$ cat src/kps_pkg.sv
package kps_pkg;

    // Rows of the full matrix mode and lines of the wide direct mode
    localparam int MATRIX_ROWS = 8;
    localparam int SENSE_WIDTH = 16;

    localparam int SENSE_W  = 16;
    localparam int MAX_ROWS = (MATRIX_ROWS > 4) ? MATRIX_ROWS : 4;
    localparam int PHASE_W  = $clog2(MAX_ROWS + 2);
    localparam int ROW_BITS = (MATRIX_ROWS >= 8) ? 8 : MATRIX_ROWS;

    localparam logic [1:0] MODE_MATRIX_FULL = 2'd0;
    localparam logic [1:0] MODE_MATRIX_4X4  = 2'd1;
    localparam logic [1:0] MODE_DIRECT_8    = 2'd2;
    localparam logic [1:0] MODE_DIRECT_WIDE = 2'd3;

    localparam logic [7:0] DRIVE_NONE      = 8'hFF;
    localparam logic [7:0] IDLE_DRIVE_FULL = ~8'((1 << ROW_BITS) - 1);
    localparam logic [7:0] IDLE_DRIVE_4X4  = 8'hF0;

    localparam logic [4:0] LINES_8     = 5'd8;
    localparam logic [4:0] LINES_4     = 5'd4;
    localparam logic [4:0] LINES_WIDE  = 5'(SENSE_WIDTH);

    localparam logic [PHASE_W-1:0] ROWS_FULL = PHASE_W'(MATRIX_ROWS);
    localparam logic [PHASE_W-1:0] ROWS_4X4  = PHASE_W'(4);
    localparam logic [PHASE_W-1:0] PHASE_MAX = PHASE_W'(MAX_ROWS + 1);

    typedef struct packed {
        logic [PHASE_W-1:0] phase;
        logic [7:0]         previous_code;
        logic [7:0]         reported_code;
    } kps_state_t;

    typedef struct packed {
        logic [7:0] row_drive;
        logic       scan_done;
        logic [7:0] scan_code;
        logic       report;
    } kps_result_t;

    // 1-based position of the lowest low line among the low n lines, 0 if none
    function automatic logic [4:0] first_low(logic [SENSE_W-1:0] lines, logic [4:0] n);
        logic [4:0] pos;
        pos = '0;
        for (int i = SENSE_W - 1; i >= 0; i--)
        begin
            if ((i < int'(n)) && !lines[i])
            begin
                pos = 5'(i + 1);
            end
        end
        return pos;
    endfunction

endpackage

$ cat src/kps_step.sv
module kps_step
    import kps_pkg::*;
(
    input  logic [1:0]         mode,
    input  logic [SENSE_W-1:0] sense,
    input  kps_state_t         cur,
    output kps_state_t         nxt,
    output kps_result_t        res
);

    logic [PHASE_W-1:0] rows;
    logic [PHASE_W-1:0] row;
    logic [7:0]         row8;
    logic [7:0]         idle_drive;
    logic [4:0]         col;
    logic [4:0]         direct_pos;
    logic               done;
    logic [7:0]         code;
    logic [7:0]         drive;
    logic [PHASE_W-1:0] phase_next;

    assign rows       = (mode == MODE_MATRIX_FULL) ? ROWS_FULL : ROWS_4X4;
    assign idle_drive = (mode == MODE_MATRIX_FULL) ? IDLE_DRIVE_FULL : IDLE_DRIVE_4X4;
    assign col        = first_low(sense, (mode == MODE_MATRIX_FULL) ? LINES_8 : LINES_4);
    assign direct_pos = first_low(sense, (mode == MODE_DIRECT_8) ? LINES_8 : LINES_WIDE);
    assign row        = cur.phase - PHASE_W'(1);
    assign row8       = 8'(row);

    always_comb
    begin
        done       = 1'b0;
        code       = '0;
        drive      = DRIVE_NONE;
        phase_next = cur.phase;
        unique case (mode)
            MODE_DIRECT_8, MODE_DIRECT_WIDE:
            begin
                done       = 1'b1;
                code       = 8'(direct_pos);
                phase_next = '0;
            end
            MODE_MATRIX_FULL, MODE_MATRIX_4X4:
            begin
                priority if (cur.phase == '0)
                begin
                    // idle read: any low column starts a row walk
                    if (col == '0)
                    begin
                        done  = 1'b1;
                        drive = idle_drive;
                    end
                    else
                    begin
                        phase_next = PHASE_W'(1);
                    end
                end
                else if (cur.phase > rows + PHASE_W'(1))
                begin
                    done       = 1'b1;
                    drive      = idle_drive;
                    phase_next = '0;
                end
                else if (col != '0)
                begin
                    done       = 1'b1;
                    code       = {row8[3:0], col[3:0]};
                    drive      = idle_drive;
                    phase_next = '0;
                end
                else if (row >= rows)
                begin
                    done       = 1'b1;
                    drive      = idle_drive;
                    phase_next = '0;
                end
                else
                begin
                    phase_next = cur.phase + PHASE_W'(1);
                    drive      = (row8 < 8'd8) ? ~(8'd1 << row8[2:0]) : DRIVE_NONE;
                end
            end
            default:
            begin
                done = 1'b0;
            end
        endcase
    end

    always_comb
    begin
        nxt           = cur;
        nxt.phase     = phase_next;
        res.row_drive = drive;
        res.scan_done = done;
        res.scan_code = code;
        res.report    = 1'b0;
        if (done)
        begin
            if (code == cur.previous_code)
            begin
                if (cur.reported_code != code)
                begin
                    res.report        = 1'b1;
                    nxt.reported_code = code;
                end
            end
            else
            begin
                nxt.previous_code = code;
            end
        end
    end

endmodule

$ cat src/matrix_keypad_scanner.sv
// Keypad scanner with two-sample debounce.
// Input stream s_axis: one word per sample of the active-low sense lines, taken
// under the row drive of the previous result word. Output stream m_axis: one
// word per input word with the row drive for the next sample and, when a scan
// ends, the key code (matrix: row upper nibble, 1-based column lower; direct:
// 1-based line; zero for no key) and a report flag when the debounced code
// changes. scan_mode_we / scan_mode_wdata write the mode (full matrix, 4x4
// matrix, 8 direct lines, wide direct lines); write only while idle.
// The sample is held in an input register, the scan step is worked out in one
// pass and caught in the result register. One word is taken every cycle while
// the receiver keeps up; the two registers let the input accept a word while
// a finished result still waits on m_axis_tready.
// When the receiver stalls, the result word holds and the input register
// fills; s_axis_tready drops only once both are full.
// Reset clears the mode to full matrix, the scan phase to the idle read and
// both debounce codes to zero, and empties the pipeline.
module matrix_keypad_scanner
    import kps_pkg::*;
(
    input  logic               clk,
    input  logic               rst_n,
    input  logic               scan_mode_we,
    input  logic [1:0]         scan_mode_wdata,
    input  logic               s_axis_tvalid,
    output logic               s_axis_tready,
    input  logic [SENSE_W-1:0] s_axis_tdata,   // [15:0] sense_lines
    output logic               m_axis_tvalid,
    input  logic               m_axis_tready,
    output logic [15:0]        m_axis_tdata,   // [7:0] row_drive, [15:8] scan_code
    output logic [1:0]         m_axis_tuser    // [0] scan_done, [1] report
);

    logic [1:0]         mode_reg;
    logic               in_valid_reg;
    logic               in_valid_next;
    logic [SENSE_W-1:0] sense_reg;
    logic               out_valid_reg;
    logic               out_valid_next;
    kps_result_t        result_reg;
    kps_state_t         state_reg;
    kps_state_t         state_next;
    kps_result_t        step_res;
    logic               out_ready;
    logic               advance;
    logic               in_accept;

    assign out_ready     = !out_valid_reg || m_axis_tready;
    assign advance       = in_valid_reg && out_ready;
    assign s_axis_tready = !in_valid_reg || out_ready;
    assign in_accept     = s_axis_tvalid && s_axis_tready;

    kps_step u_step (
        .mode  (mode_reg),
        .sense (sense_reg),
        .cur   (state_reg),
        .nxt   (state_next),
        .res   (step_res)
    );

    always_comb
    begin
        in_valid_next = in_valid_reg;
        if (in_accept)
        begin
            in_valid_next = 1'b1;
        end
        else if (advance)
        begin
            in_valid_next = 1'b0;
        end

        out_valid_next = out_valid_reg;
        if (advance)
        begin
            out_valid_next = 1'b1;
        end
        else if (m_axis_tready)
        begin
            out_valid_next = 1'b0;
        end
    end

    always_ff @(posedge clk or negedge rst_n)
    begin
        if (!rst_n)
        begin
            mode_reg      <= MODE_MATRIX_FULL;
            in_valid_reg  <= 1'b0;
            out_valid_reg <= 1'b0;
            state_reg     <= '0;
        end
        else
        begin
            if (scan_mode_we)
            begin
                mode_reg <= scan_mode_wdata;
            end
            in_valid_reg  <= in_valid_next;
            out_valid_reg <= out_valid_next;
            // advance the scan state only as a word moves into the result stage
            if (advance)
            begin
                state_reg <= state_next;
            end
        end
    end

    always_ff @(posedge clk)
    begin
        if (in_accept)
        begin
            sense_reg <= s_axis_tdata;
        end
        if (advance)
        begin
            result_reg <= step_res;
        end
    end

    assign m_axis_tvalid = out_valid_reg;
    assign m_axis_tdata  = {result_reg.scan_code, result_reg.row_drive};
    assign m_axis_tuser  = {result_reg.report, result_reg.scan_done};

`ifndef NO_ASSERTIONS
    a_report_needs_done: assert property (@(posedge clk) disable iff (!rst_n)
        m_axis_tvalid && m_axis_tuser[1] |-> m_axis_tuser[0])
        else $error("report without a finished scan");

    a_code_zero_when_busy: assert property (@(posedge clk) disable iff (!rst_n)
        m_axis_tvalid && !m_axis_tuser[0] |-> m_axis_tdata[15:8] == 8'h00)
        else $error("scan code set mid-scan");

    a_phase_bounded: assert property (@(posedge clk) disable iff (!rst_n)
        state_reg.phase <= PHASE_MAX)
        else $error("scan phase out of range");

    a_stall_only_when_full: assert property (@(posedge clk) disable iff (!rst_n)
        !s_axis_tready |-> in_valid_reg && out_valid_reg && !m_axis_tready)
        else $error("input stalled with room in the pipeline");

    a_reported_holds: assert property (@(posedge clk) disable iff (!rst_n)
        !(advance && step_res.report) |=> $stable(state_reg.reported_code))
        else $error("reported code changed without a report");
`endif

endmodule
$ cat config.mk
export PLATFORM = sky130hd
export DESIGN_NAME = matrix_keypad_scanner
export DESIGN_NICKNAME = d
export VERILOG_FILES = /design/src/kps_pkg.sv /design/src/kps_step.sv /design/src/matrix_keypad_scanner.sv
export SDC_FILE = /design/constraint.sdc
export NUM_CORES = 1
export LEC_CHECK = 0
export ABC_AREA = 1
export BUFFER_PORTS_ARGS = -buffer_cell sky130_fd_sc_hd__buf_4
export CAP_MARGIN = 20
export CORE_ASPECT_RATIO = 1.1
export CORE_MARGIN = 1
export CORE_UTILIZATION = 45
export DETAILED_ROUTE_END_ITERATION = 7
export SLEW_MARGIN = 20
export SYNTH_ARGS = -nofsm -noshare
export SYNTH_HDL_FRONTEND = slang
export SYNTH_SLANG_ARGS = --single-unit
$ cat constraint.sdc
create_clock -name clk -period 2.89 [get_ports clk]
set_input_delay 0.4335 -clock clk [delete_from_list [all_inputs] [get_ports clk]]
set_output_delay 0.4335 -clock clk [all_outputs]
set_load 0.03 [all_outputs]
; ---- After elaboration in Yosys (flattened, before gate mapping)
; Cells that the tools add are included.
[word_totals]
output_inout_bits = 20
reg_bits = 58
[op_classes]
magnitude_cmp = 35
n_reduce_logical = 66
addsub = 3
mux = 63
n_shift = 1
bitwise_logic = 2
eq_ne = 6
[op_table]
columns = op, n
row1 = $mux 5, 33
row2 = $lt 4x5->1 const A, 16
row3 = $mux 8, 10
row4 = $lt 3x5->1 const A, 8
row5 = $logic_and 1x1->1, 34
row6 = $mux 4, 7
row7 = $lt 1x5->1 const A, 4
row8 = $lt 2x5->1 const A, 4
row9 = $logic_not 1->1, 18
row10 = $pmux 8 s2, 1
row11 = $mux 1, 10
row12 = $add 4x1->4 const B, 2
row13 = $eq 8x8->1, 1
row14 = $ne 8x8->1, 1
row15 = $not 8->8, 1
row16 = $pmux 4 s2, 1
row17 = $shl 1x3->8 const A, 1
row18 = $logic_not 5->1, 1
row19 = $reduce_bool 5->1, 1
row20 = $eq 2x2->1 const B, 2
row21 = $ge 4x4->1, 1
row22 = $gt 4x4->1, 1
row23 = $logic_not 4->1, 1
row24 = $lt 4x4->1 const B, 1
row25 = other kinds (12), 16

; ---- Depth between registers and ports, before layout
; Gate-level depths: netlist of run 1.
[logic_depth]
depth_word = 28
depth_mapped = 22
depth_no_buf = 20

; ---- Cells and area by module
; A second synthesis of run 1 with hierarchy kept.
[unflattened]
cells_unflattened = 445
area_unflattened_um2 = 3548.4
[by_module_without_submodules]
columns = mod, n_inst, area_each_um2, cells_each
row1 = matrix_keypad_scanner, 1, 1971.9, 139
row2 = kps_step, 1, 1576.5, 306

; ---- Least setup slack after synthesis of run 1
; OpenSTA, ideal clock, no wires.
[synth_path]
path_type = register to register
startpoint = register state_reg[16] (netlist bit)
endpoint = register state_reg[3] (netlist bit)
n_path_buf = 1
path_stages_with_launch = 18
setup_slack_ns = 0.357
t_arrival_ns = 2.416
cell_sequence = dfrtp_1 > inv_1 > ha_1 > xor2_1 > inv_1 > ha_1 > nand2_1 > nand2_1 > a21oi_1 > nand2_1 > nor2_1 > nand2_2 > inv_2 > o21a_2 > nor2_8 > buf_4 > nand4_1 > nand2_1
[synth_via]
elab_chain_cells = 8
elab_cells_between_ends = 16
[synth_lines]
columns = element, line
row1 = start: declaration, matrix_keypad_scanner.sv:40  ; kps_state_t state_reg;
row2 = start signal: assignment, matrix_keypad_scanner.sv:103  ; state_reg <= state_next;
row3 = $sub 4x1->4, kps_step.sv:26  ; assign row = cur.phase - PHASE_W'(1);
row4 = $ge 4x4->1, kps_step.sv:70  ; else if (row >= rows)
row5 = $mux 1, kps_step.sv:70
row6 = $mux 1, kps_step.sv:63  ; else if (col != '0)
row7 = $mux 1, kps_step.sv:57  ; else if (cur.phase > rows + PHASE_W'(1))
row8 = $mux 1, kps_step.sv:44  ; priority if (cur.phase == '0)
row9 = $pmux 1 s2, kps_step.sv:35  ; unique case (mode)
row10 = $reduce_and 4->1 (no source line), n/a
; Several ways; a longest one is shown, not always the timed one.
; A chain may end at the register's enable or synchronous reset.

; ---- Worst setup path after layout of run 1
[layout_path]
startpoint = register state_reg[17] (netlist bit)
endpoint = register state_reg[3] (netlist bit)
; Same word-level chain as after synthesis.

==> run metrics, run 1 <==
hold crit path type=primary input to register; Global Route met3 Usage=6.36%; CTS tree=yes; total track usage=20.9%; period utilization=94.2%; via count=2630; FF-to-FF End=state_reg[3]; height of the die=90.4 um; Max clock buf depth=2; final hold viol count=0; routability congestion estimate from global placement=0.848; Slew Viols, Final=0; most used routing layer in global routing=met2; TNS Setup=0 ps; nets=477; root buffer cell=clkbuf_8; Starting Density=47.7%; Post-Syn Instances=369; Clock Skew=9.61 ps; synth-to-layout area growth=26.8%; worst path bufs/invs=4; crit path cell chain=inv_2, ha_2, xor2_2, inv_1, ha_1, nand2_1, nand2_1, a21oi_1, nand2_1, nor2_4, nand2_2, inv_2, o21a_4, nor2_8, clkbuf_4, nand4_1, nand2_1; max cap viols=0; Crit. End Element=register; io pins=43; critical path's most frequent cell=nand2_1; path depth of the worst reg2reg path=17; Final Total Pwr=3.26 mW; non-filler cells, final=531; Final Util=60.5%; Netlist cell types=34; Syn Nets=402; top post-synthesis cells by area=edfxtp_1 32%, dfrtp_1 19%, nand2_1 13%; DIE WIDTH=82.4 um; worst hold endpoint=sense_reg[10]; # rows=31; R2R setup slack=170 ps; Crit Path Category=register to register; H-tree levels=3; Syn Area/Cell=8.67 um^2; Seq/Total Area, Yosys=50.7%; WHS=264 ps; pwr dens=804 nW/um^2; Top Family by Delay on Critical Path=simple AND/OR/NAND/NOR gates; dpl hpwl=5020 um; outcome=finished, final reports clean; endpoints failing setup=0; IO buf count=42; required time of the critical path=3180 ps; Filler cells=610; Worst-path clk slew=70 ps; HP Start=s_axis_tdata[10]; diodes inserted=0; GRT met1 Usage=26.0%; placed insts=500; max reg flops=20; remaining antenna violation count=0; share of layout cells above drive strength 1=28.1%; Die Footprint=7450 um^2; Critical Path Start Type=register; initial drt markers=144; synth warn=0; TritonCTS buffer count=9; vias in the first global route=2421; Max stage delay on crit path=450 ps; crit-path max FO=8; # DRC=0; met2 Resource Use GR=33.7%; fmax=367 MHz; pin count of the biggest net entering global routing=25; first-pass GRT wire length=11400 um; hold depth=1; Via density=4.95; crit path DAT=3010 ps; worst vdd ir=0.456 mV; Seq cells post-synth=58; slew margin rel.=53.9%; core area=6710 um^2; Worst-Skew Late Latency=350 ps; Routed WL=6990 um; largest area contributor in the synthesized netlist=edfxtp_1; clk sink count=58; Avg WL per Cell=13.2 um; grt total ovfl=0; Pre-antenna DRT Iters=4; min Tclk post-route=2720 ps; Synth top area share=31.9%; mapped cell area=3200 um^2; initial antenna violation count=0; Slew @ Worst Pin=691 ps; Static Leak=1.95 nW; R2R Path Start=state_reg[17]; critical path's slowest cell=dfrtp_2
-- cell families (layout without fill, tap and decap cells) --
family	Yosys count	count (layout)	synth area share (%)
AND/OR/NAND/NOR	202	203	29.9
flip-flops	58	58	50.7
buffers and inverters	55	134	6.92
AO/OA/AOI/OAI	35	35	6.10
adder cells (fa/ha/maj)	10	10	3.91
XOR/XNOR	9	9	2.46
-- cell usage in the layout, fill, tap and decap left out, types with 3 or more instances in the layout --
| cell type | netlist | final |
|---|---|---|
| nand2_2 | 10 | 11 |
| nand2_1 | 110 | 107 |
| ha_1 | 10 | 9 |
| nor2_2 | 2 | 6 |
| buf_4 | 2 | 64 |
| edfxtp_1 | 34 | 34 |
| clkbuf_8 | 0 | 10 |
| nand3b_1 | 4 | 4 |
| nor2_4 | 2 | 3 |
| inv_1 | 46 | 45 |
| inv_2 | 6 | 7 |
| nand4_1 | 11 | 11 |
| xnor2_1 | 4 | 4 |
| a21oi_1 | 4 | 4 |
| nand2_4 | 1 | 4 |
| nor2_1 | 27 | 22 |
| nand3_1 | 26 | 25 |
| xor2_1 | 5 | 4 |
| o21ai_0 | 21 | 21 |
| dfrtp_1 | 24 | 22 |
| clkinv_2 | 0 | 3 |
-- Yosys cell counts --
cell type and number:
ha_1 10, dfrtp_1 24, o22ai_1 2, inv_2 6, nor2_2 2, edfxtp_1 34, nand2_2 10, nand3_2 2
o211ai_1 1, o21bai_1 1, a21oi_2 1, nor3_1 2, nand3_1 26, nand3b_1 4, o21a_2 1, inv_1 46
a21oi_1 4, o21ai_1 2, nand2_4 1, a31oi_1 1, buf_4 2, nor2_4 2, nor2_8 2, and3_1 1
xor2_1 5, nand4_1 11, buf_6 1, nand3_4 1, xnor2_1 4, o21ai_0 21, nor2_1 27, nand2_1 110
nor3_2 1, o21ai_2 1
-- how the worst max path moves through the flow --
stage,from,end,slack [ps],cells past startpoint
floorplan,state_reg[16],state_reg[3],360,17
global placement,state_reg[17],state_reg[15],10,16
detailed placement,state_reg[17],state_reg[14],-9,16
CTS,state_reg[17],state_reg[14],9,17
global route,state_reg[17],state_reg[3],-20,17
finish,state_reg[17],state_reg[3],170,17
-- final cells by class --
cell class	count	area, um^2	area share, %
flip-flops and latches	58	1620	40.0
clock inverters	5	53.8	1.33
inverters	52	195	4.81
multi-input cells	257	1440	35.5
repair buffers	66	498	12.3
clock buffers	11	141	3.49
well taps	82	103	2.53
-- where the power goes --
part	internal (mW)	switching [mW]
combinational	0.519	0.855
sequential	1.06	0.0759
clock	0.419	0.337
total	1.99	1.27
-- routing by layer --
metal	share of wire (%)	up-vias
met2	49	61
li1	-	1352
met5	0	-
met4	1.7	0
met1	45	1208
met3	4.0	9
-- stage by stage --
stage | worst slack (ps) | cell area [um^2]
floorplan | 357 | 3200
finish | 167 | 4060
detailed placement | -9.04 | 3660
global placement | 12.2 | 3660
CTS | 9.30 | 3890
global route | -18.0 | 4060
-- repair_timing --
action / in CTS / in global routing
gates resized for setup: 4 / 18
pin swaps: 0 / 9
hold buffers: 1 / 0
cloned: 0 / 1
buffers inserted: 0 / 13
hold endpoints to repair: 5 / 0
setup endpoints to repair: 8 / 19
(Power assumes the default switching activity.)
==> run 2, diff against run 1 <==
--- a/config.mk
+++ b/config.mk
@@ -6,12 +6,16 @@
 export NUM_CORES = 1
 export LEC_CHECK = 0
 export ABC_AREA = 1
-export BUFFER_PORTS_ARGS = -buffer_cell sky130_fd_sc_hd__buf_4
+export BUFFER_PORTS_ARGS = -buffer_cell sky130_fd_sc_hd__buf_2
 export CAP_MARGIN = 20
+export CELL_PAD_IN_SITES_DETAIL_PLACEMENT = 1
+export CELL_PAD_IN_SITES_GLOBAL_PLACEMENT = 1
 export CORE_ASPECT_RATIO = 1.1
 export CORE_MARGIN = 1
-export CORE_UTILIZATION = 45
+export CORE_UTILIZATION = 43
 export DETAILED_ROUTE_END_ITERATION = 7
+export MAX_ROUTING_LAYER = met4
+export PLACE_DENSITY_LB_ADDON = 0.1
 export SLEW_MARGIN = 20
 export SYNTH_ARGS = -nofsm -noshare
 export SYNTH_HDL_FRONTEND = slang
==> run 2 against run 1 <==
Compared with the run above: the flow now finishes with violations (DRC); highest routed layer unchanged; setup slack worse by 100 ps; maximum frequency is 3.5% lower; combinational power is 4% higher; critical path depth stayed put; clock skew is 6.5 ps higher; sequential power hardly changed; total power is 5.4% higher; count of clock-buffer cells in the layout is 1 higher; global-route usage is 1.6 points higher; final area is 0.19% lower; register-to-register slack worse by 100 ps.
==> run metrics, run 2 (synthesis gave the netlist of run 1 again) <==
outcome=finished with violations (was finished, final reports clean); failing checks=DRC; fmax=354 MHz (was 367 MHz); critical path's most frequent cell=nand2_1 (unchanged); Crit Path Category=register to register (unchanged); endpoints failing setup=0 (unchanged); root buffer cell=clkbuf_8 (unchanged); crit path DAT=3050 ps (was 3010 ps); period utilization=97.7% (was 94.2%); share of layout cells above drive strength 1=30.2% (was 28.1%); Design Area, Final=4050 um^2 (was 4060 um^2); Power Internal=2.09 mW (was 1.99 mW); Via density=5.15 (was 4.95); synth-to-layout area growth=26.6% (was 26.8%); FF-to-FF End=state_reg[1] (was state_reg[3]); pwr dens=849 nW/um^2 (was 804 nW/um^2); Filler cells=852 (was 610); Static Leak=1.95 nW (about the same); initial antenna violation count=0 (unchanged); leading cell type in the layout, fill and taps excluded=nand2_1 (unchanged); Crit. End Element=register (unchanged); sw frac=39.2% (was 38.9%); pin count of the biggest net entering global routing=25 (unchanged); Critical Path Start Type=register (unchanged); Avg WL per Cell=15.4 um (was 13.2 um); Slew @ Worst Pin=707 ps (was 691 ps); Final Total Pwr=3.44 mW (was 3.26 mW); Die Footprint=7790 um^2 (was 7450 um^2); CTS tree=yes (unchanged); R2R setup slack=70 ps (was 170 ps); most frequent cells in the layout=105 x nand2_1, 45 x inv_1, 42 x buf_2, 34 x edfxtp_1, 29 x buf_4 (was 107 x nand2_1, 64 x buf_4, 45 x inv_1, 34 x edfxtp_1, 25 x nand3_1); RSZ-0062 raised after global routing=yes; clk sink count=58 (unchanged); Starting Density=45.1% (was 47.7%); PnR worst setup slack=67.6 ps (was 167 ps); nets=482 (was 477); DIE WIDTH=84.2 um (was 82.4 um); path depth of the worst reg2reg path=17 (unchanged); first-pass GRT wire length=13000 um (was 11400 um); Routed WL=8300 um (was 6990 um); final hold viol count=0 (unchanged); sequential share of power=33.2% (was 34.7%); crit-path max FO=12 (was 8); Max stage delay on crit path=450 ps (about the same); routability congestion estimate from global placement=0.770 (was 0.848); Slew Viols, Final=0 (unchanged); max reg flops=20 (unchanged); Gate power share=41.6% (was 42.1%); slew margin rel.=52.8% (was 53.9%); initial drt markers=146 (was 144); hold crit path type=primary input to async pin (was primary input to register); pre-CTS WS=-46.4 ps (was -9.04 ps); vias in the first global route=2791 (was 2421); Pre-antenna DRT Iters=7 (was 4); remaining antenna violation count=0 (unchanged); min Tclk post-route=2820 ps (was 2720 ps); Sw Pwr=1.35 mW (was 1.27 mW); required time of the critical path=3120 ps (was 3180 ps); H-tree levels=3 (unchanged); # DRC=6 (was 0); Worst-path clk slew=70 ps (about the same); critical path's slowest cell=dfrtp_2 (unchanged); height of the die=92.5 um (was 90.4 um); via count=2778 (was 2630); max cap viols=0 (unchanged); crit path cell chain=inv_2, ha_1, xor2_2, inv_1, ha_1, nand2_1, nand2_1, a21oi_1, nand2_1, nor2_1, nand2_2, inv_2, o21a_2, nor2_8, buf_4, nand4_1, nand2_1 (was inv_2, ha_2, xor2_2, inv_1, ha_1, nand2_1, nand2_1, a21oi_1, nand2_1, nor2_4, nand2_2, inv_2, o21a_4, nor2_8, clkbuf_4, nand4_1, nand2_1); worst vdd ir=0.396 mV (was 0.456 mV); TritonCTS buffer count=9 (unchanged); diodes inserted=0 (unchanged); part of the power in the clock network=25.3% (was 23.2%); Max clock buf depth=2 (unchanged); hold buffer count at CTS=0 (was 1); DP Area=3600 um^2 (was 3660 um^2); total track usage=22.5% (was 20.9%); io pins=43 (unchanged); core area=7090 um^2 (was 6710 um^2); dpl hpwl=5850 um (was 5020 um); grt total ovfl=0 (unchanged); Clock Skew=16.2 ps (was 9.61 ps); # rows=32 (was 31); R2R Path Start=state_reg[17] (unchanged); Worst-Skew Late Latency=350 ps (about the same); IO buf count=42 (unchanged)
## run 2: cell types whose count changed in the layout (fill, tap and decap cells not counted), moves of 2 or more
cell        previous run  this run
buf_2                  0        42
buf_4                 64        29
clkinv_2               3         0
clkinvlp_4             0         2
nand2_1              107       105
nand2_2               11        13
nand3_2                2         4
## run 2: layout make-up
class	count	area [um^2]	share of cell area, %
clock buffers	12	155	3.83
clock inverters	4	75.1	1.85
inverters	52	195	4.82
multi-input cells	257	1470	36.2
flip-flops and latches	58	1620	40.1
well taps	85	106	2.63
repair buffers	71	428	10.6
## run 2: worst max path at each step
stage,start,to,depth (start not counted)
4_1_cts,mode_reg[1],m_axis_tuser[1],17
3_3_place_gp,state_reg[17],state_reg[14],16
2_1_floorplan,state_reg[16],state_reg[3],17
6_report,state_reg[17],state_reg[1],17
3_5_place_dp,mode_reg[1],m_axis_tuser[1],17
5_1_grt,state_reg[17],state_reg[1],17
## run 2: routing by layer
| layer | track usage [%] | wire (um) | vias to the layer above |
|---|---|---|---|
| met5 | - | 0 | - |
| met4 | 8.33 | 93 | 0 |
| met3 | 3.74 | 279 | 11 |
| met2 | 39.9 | 4390 | 66 |
| met1 | 25.5 | 3540 | 1335 |
| li1 | - | - | 1366 |
## run 2: power groups by stage
stage	Combinational [mW]	Clock (mW)	Sequential (mW)
floorplan	0.706	0	1.24
global placement	1.13	0	1.15
detailed placement	1.17	0	1.15
CTS	1.20	0.880	1.14
global route	1.55	0.915	1.16
finish	1.43	0.868	1.14
## run 2: metrics by stage
step | setup TNS (ps) | std cells | hold WS [ps] | utilization (%)
2_1_floorplan | 0 | 369 | 138 | -
3_3_place_gp | 0 | 508 | 464 | 50.8
3_5_place_dp | -65.4 | 508 | 470 | 50.8
4_1_cts | 0 | 524 | 118 | 54.3
5_1_grt | -1500 | 539 | 137 | 57.1
6_report | 0 | 539 | 111 | 57.1
## run 2: timing repair
action,4_1_cts,5_1_grt
resized for setup,3,22
setup buffers,0,14
cloned,0,1
endpoints found under the setup margin,14,20
pin swaps,0,10
## run 2: worst max-delay path, delay by kind of cell (launching register included)
kind | cells | cell delay (ps)
buffers and inverters | 4 | 430
and+or+nand+nor | 8 | 740
xor gates and xnor gates | 1 | 200
adders and majority gates | 2 | 520
AOI/OAI and AO/OA | 2 | 350
DFF | 1 | 450
==> run 3, diff against run 2 <==
--- a/config.mk
+++ b/config.mk
@@ -19,4 +19,5 @@
 export SLEW_MARGIN = 20
 export SYNTH_ARGS = -nofsm -noshare
 export SYNTH_HDL_FRONTEND = slang
+export SYNTH_HIERARCHICAL = 1
 export SYNTH_SLANG_ARGS = --single-unit
==> run 3 against run 2 <==
Compared with the run above: the flow now finishes without violations; global-route usage up 4.0 points; register-to-register slack about the same; clock skew down 2.0 ps; sequential power up 4%.
==> run metrics, run 3 <==
Post-Syn Instances=445 (was 369); # DRC=0 (was 6); Pre-antenna DRT Iters=4 (was 7); io pins=43 (unchanged); mapped cell area=3550 um^2 (was 3200 um^2); remaining antenna violation count=0 (unchanged); routability congestion estimate from global placement=0.878 (was 0.770); Slew Viols, Final=0 (unchanged); CTS tree=yes (unchanged); dpl hpwl=7030 um (was 5850 um); number of synthesized flops with an enable pin=34 (unchanged); Crit. End Element=register (unchanged); hold crit path type=primary input to async pin (unchanged); diodes inserted=0 (unchanged); Routed WL=10100 um (was 8300 um); Max stage delay on crit path=460 ps (was 450 ps); Seq cells post-synth=58 (unchanged); fmax=356 MHz (was 354 MHz); required time of the critical path=3130 ps (was 3120 ps); Avg WL per Cell=15.8 um (was 15.4 um); Filler cells=1008 (was 852); Seq/Total Area, Yosys=45.7% (was 50.7%); pin count of the biggest net entering global routing=25 (unchanged); critical path's slowest cell=dfrtp_2 (unchanged); initial drt markers=135 (was 146); async set-or-reset flop fraction in the synthesized netlist=41.4% (unchanged); vias in the first global route=3419 (was 2791); Max clock buf depth=2 (unchanged); Starting Density=44.6% (was 45.1%); total track usage=26.4% (was 22.5%); min Tclk post-route=2810 ps (was 2820 ps); top post-synthesis cells by count=171 x nand2_1, 46 x inv_1, 36 x nand3_1, 34 x edfxtp_1, 24 x dfrtp_1 (was 110 x nand2_1, 46 x inv_1, 34 x edfxtp_1, 27 x nor2_1, 26 x nand3_1); worst vdd ir=0.367 mV (was 0.396 mV); outcome=finished, final reports clean (was finished with violations); endpoints failing setup=0 (unchanged); hold buffer count at CTS=0 (unchanged); leading cell type in the layout, fill and taps excluded=nand2_1 (unchanged); grt total ovfl=0 (unchanged); via count=3298 (was 2778); slew margin rel.=40.1% (was 52.8%); root buffer cell=clkbuf_8 (unchanged); Crit Path Category=register to register (unchanged); Syn Nets=478 (was 402); synth warn=6 (was 0); nets=561 (was 482); Critical Path Start Type=register (unchanged); Static Leak=2.20 nW (was 1.95 nW); most common cell in the netlist=nand2_1 (unchanged); most common flop cell mapped by yosys=edfxtp_1 (unchanged); path depth of the worst reg2reg path=22 (was 17); IO buf count=42 (unchanged); Netlist cell types=35 (was 34); DIE WIDTH=88.6 um (was 84.2 um); Die Footprint=8620 um^2 (was 7790 um^2); # rows=34 (was 32); crit path cell chain=inv_4, nand2_4, ha_4, a21oi_4, nand2_2, nand2_2, nand2_4, nor2_8, buf_6, nand3_4, nand2_2, nand2_2, nor2_2, nand2_2, nor2_8, nand3_4, nand2_2, nand2_2, nand2_2, nand2_2, nand3_2, nand2_1 (was inv_2, ha_1, xor2_2, inv_1, ha_1, nand2_1, nand2_1, a21oi_1, nand2_1, nor2_1, nand2_2, inv_2, o21a_2, nor2_8, buf_4, nand4_1, nand2_1); core area=7960 um^2 (was 7090 um^2); first-pass GRT wire length=16500 um (was 13000 um); clk sink count=58 (unchanged); top post-synthesis cells by area=edfxtp_1 29%, nand2_1 18%, dfrtp_1 17% (was edfxtp_1 32%, dfrtp_1 19%, nand2_1 13%); TNS Setup=0 ps (unchanged); crit path DAT=3040 ps (was 3050 ps); period utilization=97.2% (was 97.7%); RSZ-0062 raised after global routing=yes (unchanged); Design Area, Final=4430 um^2 (was 4050 um^2); share of layout cells above drive strength 1=28.3% (was 30.2%); Final Util=55.7% (was 57.1%); crit-path max FO=8 (was 12); most frequent cells in the layout=160 x nand2_1, 46 x inv_1, 42 x buf_2, 37 x buf_4 (was 105 x nand2_1, 45 x inv_1, 42 x buf_2, 34 x edfxtp_1, 29 x buf_4); critical path's most frequent cell=nand2_2 (was nand2_1); max cap viols=0 (unchanged); max reg flops=20 (unchanged); TritonCTS buffer count=9 (unchanged); Slew @ Worst Pin=899 ps (was 707 ps); final hold viol count=0 (unchanged); largest area contributor in the synthesized netlist=edfxtp_1 (unchanged); Syn Area/Cell=7.97 um^2 (was 8.67 um^2); synth-to-layout area growth=24.8% (was 26.6%); Worst-Skew Late Latency=350 ps (about the same); height of the die=97.3 um (was 92.5 um); pwr dens=781 nW/um^2 (was 849 nW/um^2); H-tree levels=3 (unchanged); Clock Skew=14.2 ps (was 16.2 ps); Synth top area share=28.8% (was 31.9%); Via density=5.15 (about the same); initial antenna violation count=0 (unchanged); Worst-path clk slew=80 ps (was 70 ps); DP Area=4030 um^2 (was 3600 um^2)
-- run 3: cell count changes after synthesis, sizes merged, moves of 3 or more --
cell,previous run,this run
inv,52,49
xor2,5,2
buf,3,9
nor2,33,28
nand3,29,41
o21ai,24,20
nand2,121,186
nor3,3,6
-- run 3: power by group --
group	internal, mW	switching, mW
clock	0.443	0.334
sequential	1.05	0.127
combinational	0.553	0.954
-- run 3: cells by family after synthesis --
kind of cell	count (synthesis)	share of synthesized area, %
AO/OA/AOI/OAI	35	5.64
buffers and inverters	60	7.30
XOR/XNOR	8	2.19
flip-flops	58	45.7
AND/OR/NAND/NOR	274	35.6
adder cells (fa/ha/maj)	10	3.53
-- run 3: cell type report --
type	instances	area (um^2)	share of cell area, %
clock inverter	3	40.0	0.904
clock buffer	13	159	3.59
sequential	58	1620	36.6
tap	108	135	3.05
timing repair buffer	81	510	11.5
inverter	51	198	4.46
multi-input combinational	327	1760	39.8
-- run 3: layer usage --
| layer | up-vias | share of wire, % | track usage, % |
|---|---|---|---|
| met5 | - | 0 | - |
| met2 | 76 | 51 | 43.1 |
| met1 | 1599 | 44 | 31.9 |
| met4 | 0 | 2.0 | 9.68 |
| met3 | 16 | 3.7 | 5.44 |
| li1 | 1607 | - | - |
-- run 3: worst max-delay path, delay by kind of cell, from the launching register on --
| kind | cells | cell delay, ps |
|---|---|---|
| AND/OR/NAND/NOR | 18 | 1620 |
| flip-flops | 1 | 460 |
| adder cells (fa/ha/maj) | 1 | 240 |
| buffers and inverters | 2 | 220 |
| AO/OA/AOI/OAI | 1 | 130 |
-- run 3: repair_timing --
item / 4_1_cts / 5_1_grt
buffers inserted: 6 / 6
setup endpoints to repair: 8 / 10
pin swaps: 2 / 23
gates resized for setup: 2 / 23
-- run 3: final timing paths --
check	slack [ps]	start	to
min in group clk	250	s_axis_tdata[15]	sense_reg[15]
hold reg to reg	500	state_reg[15]	state_reg[15]
setup reg to reg	80	mode_reg[1]	state_reg[4]
max in group asynchronous	2330	rst_n	mode_reg[1]
hold / removal	100	rst_n	state_reg[19]
setup / recovery	80	mode_reg[1]	state_reg[4]
-- run 3: stage by stage --
stage | total power, mW | setup slack [ps] | instances | hold slack [ps]
2_1_floorplan | 2.09 | 257 | 445 | 138
3_3_place_gp | 2.47 | 128 | 613 | 477
5_1_grt | 3.67 | -127 | 641 | 154
6_report | 3.46 | 81.1 | 641 | 103
3_5_place_dp | 2.52 | -51.2 | 613 | 491
4_1_cts | 3.37 | 15.0 | 635 | 121
